**config.mk**
```make
export PLATFORM = sky130hd
export DESIGN_NAME = failed_login_strike_table
export DESIGN_NICKNAME = d
export VERILOG_FILES = /design/src/rtl/flst_pkg.sv /design/src/rtl/flst_cell.sv /design/src/rtl/flst_ctrl.sv /design/src/rtl/failed_login_strike_table.sv
export SDC_FILE = /design/constraint.sdc
export NUM_CORES = 2
export LEC_CHECK = 0
export ABC_CLOCK_PERIOD_IN_PS = 12100
export BUFFER_PORTS_ARGS = -buffer_cell sky130_fd_sc_hd__buf_4
export CAP_MARGIN = 40
export CORE_MARGIN = 10
export CORE_UTILIZATION = 44
export DETAILED_ROUTE_END_ITERATION = 16
export MAX_ROUTING_LAYER = met4
export SYNTH_ARGS = -nofsm -noshare
export SYNTH_HDL_FRONTEND = slang
export SYNTH_HIERARCHICAL = 1
export SYNTH_SLANG_ARGS = --single-unit
```
**constraint.sdc**
```tcl
create_clock -name clock -period 12.1 [get_ports clock]
set_clock_uncertainty 0.15 [all_clocks]
set_input_delay 3.025 -clock clock [delete_from_list [all_inputs] [get_ports clock]]
set_output_delay 3.025 -clock clock [all_outputs]
set_load 0.01 [all_outputs]
```
**src/rtl/flst_pkg.sv**
```systemverilog
`default_nettype none

package flst_pkg;

   localparam int TABLE_DEPTH_DEFAULT = 16;
   localparam int ADDR_W              = 64;
   localparam int STRIKES_W           = 4;
   localparam int ENTRIES_W           = 5;
   localparam int REQ_DATA_W          = 128;
   localparam int REQ_USER_W          = 3;
   localparam int RSP_DATA_W          = 16;
   localparam logic [STRIKES_W-1:0] LIMIT_RESET = 4'd3;

   typedef enum logic [1:0] {
      KIND_STRIKE = 2'd0,
      KIND_QUERY  = 2'd1,
      KIND_TICK   = 2'd2,
      KIND_NONE   = 2'd3
   } kind_type;

   typedef enum logic [1:0] {
      OP_HOLD      = 2'd0,
      OP_SHIFT     = 2'd1,
      OP_SWAP_EVEN = 2'd2,
      OP_SWAP_ODD  = 2'd3
   } cell_op_type;

   typedef enum logic [1:0] {
      ST_IDLE = 2'd0,
      ST_SCAN = 2'd1,
      ST_SORT = 2'd2,
      ST_RESP = 2'd3
   } state_type;

   typedef struct packed {
      logic                 valid;
      logic                 family;
      logic [ADDR_W-1:0]    addr_high;
      logic [ADDR_W-1:0]    addr_low;
      logic [STRIKES_W-1:0] strikes;
   } flst_entry_type;

   typedef struct packed {
      cell_op_type    op;
      flst_entry_type tail;
   } flst_cell_ctl_type;

endpackage

`default_nettype wire

```
**src/rtl/flst_cell.sv**
```systemverilog
`default_nettype none

module flst_cell #(
   parameter int CELL_INDEX  = 0,
   parameter int TABLE_DEPTH = flst_pkg::TABLE_DEPTH_DEFAULT
) (
   input  wire                     clock,
   input  wire                     reset,
   input  flst_pkg::cell_op_type   op,
   input  flst_pkg::flst_entry_type left_entry,
   input  flst_pkg::flst_entry_type right_entry,
   output flst_pkg::flst_entry_type entry
);
   import flst_pkg::*;

   localparam logic IS_ODD    = (CELL_INDEX % 2) == 1;
   localparam logic HAS_LEFT  = CELL_INDEX > 0;
   localparam logic HAS_RIGHT = CELL_INDEX < TABLE_DEPTH - 1;

   flst_entry_type entry_ff;
   flst_entry_type entry_in;
   logic           phase;
   logic           left_member;
   logic           right_member;

   assign phase        = (op == OP_SWAP_ODD);
   assign left_member  = HAS_RIGHT && (IS_ODD == phase);
   assign right_member = HAS_LEFT && (IS_ODD != phase);

   always_comb begin
      entry_in = entry_ff;
      case (op)
         OP_HOLD: begin
            entry_in = entry_ff;
         end
         OP_SHIFT: begin
            entry_in = right_entry;
         end
         OP_SWAP_EVEN, OP_SWAP_ODD: begin
            // odd-even exchange: a hole sinks towards the tail, valid order kept
            if (left_member && !entry_ff.valid && right_entry.valid) begin
               entry_in = right_entry;
            end else if (right_member && !left_entry.valid && entry_ff.valid) begin
               entry_in = left_entry;
            end
         end
         default: begin
            entry_in = entry_ff;
         end
      endcase
   end

   always_ff @(posedge clock) begin
      if (reset) begin
         entry_ff.valid   <= 1'b0;
         entry_ff.strikes <= '0;
      end else begin
         entry_ff <= entry_in;
      end
   end

   assign entry = entry_ff;

endmodule

`default_nettype wire

```
**src/rtl/flst_ctrl.sv**
```systemverilog
`default_nettype none

module flst_ctrl #(
   parameter int TABLE_DEPTH = flst_pkg::TABLE_DEPTH_DEFAULT
) (
   input  wire                                    clock,
   input  wire                                    reset,
   input  wire                                    req_tvalid,
   output logic                                   req_tready,
   input  wire  [flst_pkg::REQ_DATA_W-1:0]        req_tdata,
   input  wire  [flst_pkg::REQ_USER_W-1:0]        req_tuser,
   output logic                                   rsp_tvalid,
   input  wire                                    rsp_tready,
   output logic [flst_pkg::RSP_DATA_W-1:0]        rsp_tdata,
   input  wire                                    csr_wr_en,
   input  wire  [flst_pkg::STRIKES_W-1:0]         csr_wr_data,
   input  flst_pkg::flst_entry_type               head_entry,
   output flst_pkg::flst_cell_ctl_type            cell_ctl
);
   import flst_pkg::*;

   localparam int CW  = (TABLE_DEPTH > 1) ? $clog2(TABLE_DEPTH) : 1;
   localparam int UW  = $clog2(TABLE_DEPTH + 1);
   localparam int UXW = UW + ENTRIES_W;

   state_type               state_ff, state_in;
   logic [CW-1:0]           cnt_ff, cnt_in;
   kind_type                kind_ff, kind_in;
   logic                    family_ff, family_in;
   logic [ADDR_W-1:0]       addr_high_ff, addr_high_in;
   logic [ADDR_W-1:0]       addr_low_ff, addr_low_in;
   logic                    done_ff, done_in;
   logic [STRIKES_W-1:0]    res_strikes_ff, res_strikes_in;
   logic                    res_blocked_ff, res_blocked_in;
   logic [UW-1:0]           used_ff, used_in;
   logic [UW-1:0]           surv_ff, surv_in;
   logic [STRIKES_W-1:0]    limit_ff, limit_in;
   logic                    rsp_valid_ff, rsp_valid_in;
   logic [RSP_DATA_W-1:0]   rsp_data_ff, rsp_data_in;

   logic                    last;
   logic                    accept;
   logic                    rsp_free;
   logic                    match;
   logic                    drop;
   logic [STRIKES_W-1:0]    dec;
   logic [UXW-1:0]          used_wide;
   flst_entry_type          tail;

   assign last      = (cnt_ff == CW'(TABLE_DEPTH - 1));
   assign accept    = req_tvalid && req_tready;
   assign rsp_free  = !rsp_valid_ff || rsp_tready;
   assign match     = head_entry.valid && (head_entry.family == family_ff) &&
                      (head_entry.addr_high == addr_high_ff) &&
                      (head_entry.addr_low == addr_low_ff);
   assign drop      = (kind_ff == KIND_STRIKE) && !done_ff;
   assign dec       = head_entry.strikes - STRIKES_W'(1);
   assign used_wide = UXW'(used_ff);

   // next state
   always_comb begin
      state_in = state_ff;
      case (state_ff)
         ST_IDLE: begin
            if (req_tvalid) begin
               state_in = ST_SCAN;
            end
         end
         ST_SCAN: begin
            if (last) begin
               state_in = (kind_ff == KIND_TICK) ? ST_SORT : ST_RESP;
            end
         end
         ST_SORT: begin
            if (last) begin
               state_in = ST_RESP;
            end
         end
         ST_RESP: begin
            if (rsp_free) begin
               state_in = ST_IDLE;
            end
         end
         default: begin
            state_in = ST_IDLE;
         end
      endcase
   end

   // outputs
   always_comb begin
      req_tready    = 1'b0;
      cell_ctl.op   = OP_HOLD;
      cell_ctl.tail = tail;
      case (state_ff)
         ST_IDLE: begin
            req_tready = 1'b1;
         end
         ST_SCAN: begin
            cell_ctl.op = OP_SHIFT;
         end
         ST_SORT: begin
            cell_ctl.op = cnt_ff[0] ? OP_SWAP_ODD : OP_SWAP_EVEN;
         end
         ST_RESP: begin
            cell_ctl.op = OP_HOLD;
         end
         default: begin
            req_tready = 1'b0;
         end
      endcase
   end

   // head of the ring: inspect and rewrite the entry going round to the tail
   always_comb begin
      cnt_in         = cnt_ff;
      kind_in        = kind_ff;
      family_in      = family_ff;
      addr_high_in   = addr_high_ff;
      addr_low_in    = addr_low_ff;
      done_in        = done_ff;
      res_strikes_in = res_strikes_ff;
      res_blocked_in = res_blocked_ff;
      used_in        = used_ff;
      surv_in        = surv_ff;
      limit_in       = limit_ff;
      rsp_valid_in   = rsp_valid_ff && !rsp_tready;
      rsp_data_in    = rsp_data_ff;
      tail           = head_entry;

      if (state_ff != ST_SCAN) begin
         tail       = head_entry;
         tail.valid = 1'b0;
      end

      if (csr_wr_en) begin
         limit_in = csr_wr_data;
      end

      if (accept) begin
         kind_in        = kind_type'(req_tuser[1:0]);
         family_in      = req_tuser[2];
         addr_high_in   = req_tuser[2] ? req_tdata[63:0] : '0;
         addr_low_in    = req_tuser[2] ? req_tdata[127:64] : {32'd0, req_tdata[95:64]};
         done_in        = 1'b0;
         res_strikes_in = '0;
         res_blocked_in = 1'b0;
         surv_in        = '0;
         cnt_in         = '0;
      end

      if (state_ff == ST_SCAN || state_ff == ST_SORT) begin
         cnt_in = last ? '0 : cnt_ff + CW'(1);
      end

      if (state_ff == ST_SCAN) begin
         case (kind_ff)
            KIND_STRIKE: begin
               if (!done_ff) begin
                  if (match && (head_entry.strikes < limit_ff)) begin
                     tail.strikes   = head_entry.strikes + STRIKES_W'(1);
                     done_in        = 1'b1;
                     res_strikes_in = head_entry.strikes + STRIKES_W'(1);
                  end else if (!head_entry.valid) begin
                     tail.valid     = 1'b1;
                     tail.family    = family_ff;
                     tail.addr_high = addr_high_ff;
                     tail.addr_low  = addr_low_ff;
                     tail.strikes   = STRIKES_W'(1);
                     done_in        = 1'b1;
                     res_strikes_in = STRIKES_W'(1);
                     used_in        = used_ff + UW'(1);
                  end
               end
            end
            KIND_QUERY: begin
               if (!done_ff && match) begin
                  done_in        = 1'b1;
                  res_strikes_in = head_entry.strikes;
                  res_blocked_in = head_entry.strikes >= limit_ff;
               end
            end
            KIND_TICK: begin
               if (head_entry.valid) begin
                  tail.strikes = dec;
                  if (dec == '0) begin
                     tail.valid = 1'b0;
                  end else begin
                     surv_in = surv_ff + UW'(1);
                  end
               end
            end
            default: begin
               tail = head_entry;
            end
         endcase
      end

      if (state_ff == ST_SORT && last) begin
         used_in = surv_ff;
      end

      if (state_ff == ST_RESP && rsp_free) begin
         rsp_valid_in = 1'b1;
         rsp_data_in  = {5'd0, used_wide[ENTRIES_W-1:0], drop, res_strikes_ff,
                         res_blocked_ff};
      end
   end

   always_ff @(posedge clock) begin
      if (reset) begin
         state_ff     <= ST_IDLE;
         cnt_ff       <= '0;
         done_ff      <= 1'b0;
         used_ff      <= '0;
         surv_ff      <= '0;
         limit_ff     <= LIMIT_RESET;
         rsp_valid_ff <= 1'b0;
      end else begin
         state_ff     <= state_in;
         cnt_ff       <= cnt_in;
         done_ff      <= done_in;
         used_ff      <= used_in;
         surv_ff      <= surv_in;
         limit_ff     <= limit_in;
         rsp_valid_ff <= rsp_valid_in;
      end
   end

   always_ff @(posedge clock) begin
      kind_ff        <= kind_in;
      family_ff      <= family_in;
      addr_high_ff   <= addr_high_in;
      addr_low_ff    <= addr_low_in;
      res_strikes_ff <= res_strikes_in;
      res_blocked_ff <= res_blocked_in;
      rsp_data_ff    <= rsp_data_in;
   end

   assign rsp_tvalid = rsp_valid_ff;
   assign rsp_tdata  = rsp_data_ff;

   a_used_bound: assert property (@(posedge clock) disable iff (reset)
      used_ff <= UW'(TABLE_DEPTH))
      else $error("fill count beyond table depth");

   a_head_consistent: assert property (@(posedge clock) disable iff (reset)
      (state_ff == ST_IDLE) |-> (head_entry.valid == (used_ff != '0)))
      else $error("head cell validity disagrees with fill count");

   a_accept_scans: assert property (@(posedge clock) disable iff (reset)
      accept |=> (state_ff == ST_SCAN))
      else $error("accepted beat did not start a scan");

   a_sort_tick_only: assert property (@(posedge clock) disable iff (reset)
      (state_ff == ST_SORT) |-> (kind_ff == KIND_TICK))
      else $error("compaction outside a decay tick");

endmodule

`default_nettype wire

```
**src/rtl/failed_login_strike_table.sv**
```systemverilog
`default_nettype none

// Failed-login strike table. Entries (address family, 128-bit address, 4-bit strike count)
// sit oldest first in a row of TABLE_DEPTH cells. Every request beat rotates the whole
// row once past a single compare unit at the head before the result of a strike, a query
// or an unknown kind is registered; a decay tick then also runs TABLE_DEPTH odd-even
// exchange steps to close the holes left by expired entries. One request is in flight
// at a time; a new beat is taken while the previous result still waits on the rsp side.
// A strike that finds no free cell is dropped and flagged. csr_wr_data sets the strike
// limit (reset 3) and must only be written while the table is idle. IPv4 requests
// ignore address_high and the upper half of address_low.
module failed_login_strike_table #(
   parameter int TABLE_DEPTH = flst_pkg::TABLE_DEPTH_DEFAULT
) (
   input  wire                              clock,
   input  wire                              reset,
   input  wire                              req_tvalid,
   output logic                             req_tready,
   input  wire  [flst_pkg::REQ_DATA_W-1:0]  req_tdata,   // address_high, address_low
   input  wire  [flst_pkg::REQ_USER_W-1:0]  req_tuser,   // kind, is_ipv6
   output logic                             rsp_tvalid,
   input  wire                              rsp_tready,
   output logic [flst_pkg::RSP_DATA_W-1:0]  rsp_tdata,   // blocked, matched_strikes,
                                                         // table_full_drop, entries_used
   input  wire                              csr_wr_en,
   input  wire  [flst_pkg::STRIKES_W-1:0]   csr_wr_data
);
   import flst_pkg::*;

   flst_entry_type    entries [TABLE_DEPTH];
   flst_cell_ctl_type cell_ctl;

   flst_ctrl #(
      .TABLE_DEPTH(TABLE_DEPTH)
   ) u_ctrl (
      .clock      (clock),
      .reset      (reset),
      .req_tvalid (req_tvalid),
      .req_tready (req_tready),
      .req_tdata  (req_tdata),
      .req_tuser  (req_tuser),
      .rsp_tvalid (rsp_tvalid),
      .rsp_tready (rsp_tready),
      .rsp_tdata  (rsp_tdata),
      .csr_wr_en  (csr_wr_en),
      .csr_wr_data(csr_wr_data),
      .head_entry (entries[0]),
      .cell_ctl   (cell_ctl)
   );

   for (genvar i = 0; i < TABLE_DEPTH; i++) begin : g_cell
      flst_entry_type left_entry;
      flst_entry_type right_entry;

      if (i == 0) begin : g_first
         assign left_entry = '0;
      end else begin : g_inner_left
         assign left_entry = entries[i-1];
      end

      if (i == TABLE_DEPTH - 1) begin : g_last
         assign right_entry = cell_ctl.tail;
      end else begin : g_inner_right
         assign right_entry = entries[i+1];
      end

      flst_cell #(
         .CELL_INDEX (i),
         .TABLE_DEPTH(TABLE_DEPTH)
      ) u_cell (
         .clock      (clock),
         .reset      (reset),
         .op         (cell_ctl.op),
         .left_entry (left_entry),
         .right_entry(right_entry),
         .entry      (entries[i])
      );
   end

endmodule

`default_nettype wire

```
==> impl_metrics.tcl <==
set metrics [dict create \
    worstPathArrival_ns 6.35 \
    dp_hpwl_microns 166000 \
    num_cts_buffers 234 \
    timing.critical_path.required_ns 12.47 \
    top_level_ports 158 \
    worstSkewPairLatency_ns 0.90 \
    post-route-min-period_ns 5.98 \
    cp_max_fo 54 \
    final_nets 6238 \
    fin_ws_ns 6.12 \
    largest_net_degree_at_the_start_of_global_routing 112 \
    p_per_area_mw_per_mm2 221 \
    synth_area_sq_mm 0.104 \
    grt_setup_unrepaired "false" \
    row_count 178 \
    die-area_sq_mm 0.255 \
    drt-initial-drc-count 4732 \
    cts.reportedPaths.clkPinSlew_ns 0.06 \
    clock_tree.htree_level_count 4 \
    ant_nets 0 \
    longest_clk_path_bufs 3 \
    tritoncts "done" \
    grt_util_all_layers_pct 21.4 \
    final_period_utilization_pct 49.4 \
    postSynthCellCount 5841 \
    drt_first_pass_iters 5 \
    dieHeight_microns 505 \
    critical_path_type "primary input to flip-flop" \
    achievable-frequency_mhz 167 \
    vias_in_the_first_global_route 54615 \
    hold_viol 0 \
    portBuffers 152 \
    cts-resized-gates 0 \
    maxSlewViolCount 0 \
    final_setup_violating_endpoints 0 \
    hold-worst-slack_ns 0.281 \
    floorplan.die.width_microns 505 \
    globalRouteOverflowTotal 0 \
    worst-slew-pin-transition_ns 0.984 \
    holdBufCountCts 0 \
    detailroute.via_count 53308 \
    area_growth_pct 11.3 \
    yosysWarningCount 6 \
    start_kind "primary input" \
    core_area_sq_mm 0.235 \
    dpl_worst_slack_ns 5.27 \
    clock_tree_root_driver_cell "sky130_fd_sc_hd__clkbuf_16" \
    slew-limit-headroom_pct 32.7 \
    setup.worst_path.end_class "flip-flop" \
    post-cts-setup-buffer-count 0 \
    cap_violations 0 \
    synth_area_per_cell_sq_um 17.8 \
    setup_total_negative_slack_ns 0 \
    detail_route.wirelength_microns 275000 \
    cts_sinks 2313 \
    grt_antenna_before_repair 10 \
    residual_drc 0 \
    min_path_type "flip-flop to flip-flop" \
    post_route_cells_drive_above_1_share_pct 40.8 \
    worst_ir_drop_vdd_mv 0.183 \
    wl_per_cell_microns 29.2 \
    first_pass_grt_wire_length_microns 394000 \
    run_status "complete, no violations" \
    vias_per_cell 5.65 \
    floorplan.initialDensity_pct 44.1 \
    gp_congestion 0.839 \
    power.static_leakage_nw 42.0 \
]
-- cell type report --
class                   instances  area, sq um
fillers                     19391       120000
flip-flops and latches       2313        68400
multi-input cells            3199        32500
clock inverters               149         1470
diodes                          2         5.00
well taps                    3150         3940
clock buffers                 288         6140
repair buffers                281         2720
inverters                      54          210
-- cells in the final DEF, fill, tap and decap left out, drive strengths merged, types with 20 or more instances in the layout --
cell type and instances:
a21oi 60, and2 112, buf 280, bufinv 25
clkbuf 288, clkinv 110, dfxtp 107, edfxtp 2206
inv 58, mux2 1936, mux2i 43, nand2 398
nand2b 54, nor2 88, nor2b 48, nor3 38
nor4 28, o21ai 50, o31ai 30, o32ai 28
xnor2 20, xor2 72
-- worst max-delay path: stages --
cell and delay, ns:
sky130_fd_sc_hd__buf_4 0.30, sky130_fd_sc_hd__buf_4 0.40, sky130_fd_sc_hd__inv_1 0.20, sky130_fd_sc_hd__and2_4 0.70
sky130_fd_sc_hd__buf_4 0.79, sky130_fd_sc_hd__buf_4 0.46, sky130_fd_sc_hd__buf_16 0.31
-- where the power goes --
group / switching (mW) / internal (mW) / leakage (nW)
Clock: 3.16 / 4.13 / 3.70
Sequential: 0.685 / 10.6 / 20.9
Combinational: 3.70 / 3.21 / 17.4
Total: 7.55 / 17.9 / 42.0
-- routing by layer --
layer	share of wire [%]	GRT usage, %
met2	48	34.4
met4	2.9	5.85
met5	0	-
met1	44	28.5
met3	5.3	2.98
-- per-stage QoR --
stage | area, sq um | utilization, % | power [mW] | std cells
6_report | 115000 | 49.1 | 25.5 | 9436
5_1_grt | 115000 | 49.1 | 26.3 | 9436
4_1_cts | 115000 | 49.1 | 25.6 | 9434
3_5_place_dp | 108000 | 45.9 | 18.3 | 8997
3_3_place_gp | 107000 | 45.5 | 18.0 | 8957
2_1_floorplan | 104000 | - | 16.5 | 5845
-- registers in the layout, indices dropped and copies added, names as in the netlist, 5 cells and up --
signal               flops
u_ctrl/rsp_tdata        11
u_ctrl/addr_high_ff     64
u_ctrl/surv_ff           5
u_ctrl/used_ff           5
g_cell.u_cell/entry   2144
u_ctrl/addr_low_ff      64
-- path summary, 6_finish.rpt --
kind              slack, ns                          end  cells after the start                startpoint
hold / removal         0.28          u_ctrl/rsp_tdata[1]                      0  u_ctrl/res_strikes_ff[0]
hold reg to reg        0.28          u_ctrl/rsp_tdata[1]                      0  u_ctrl/res_strikes_ff[0]
setup / recovery       6.12   g_cell[7].u_cell/entry[27]                      7                     reset
setup reg to reg       6.45  g_cell[11].u_cell/entry[68]                     13        u_ctrl/state_ff[0]
(Power assumes the default switching activity.)
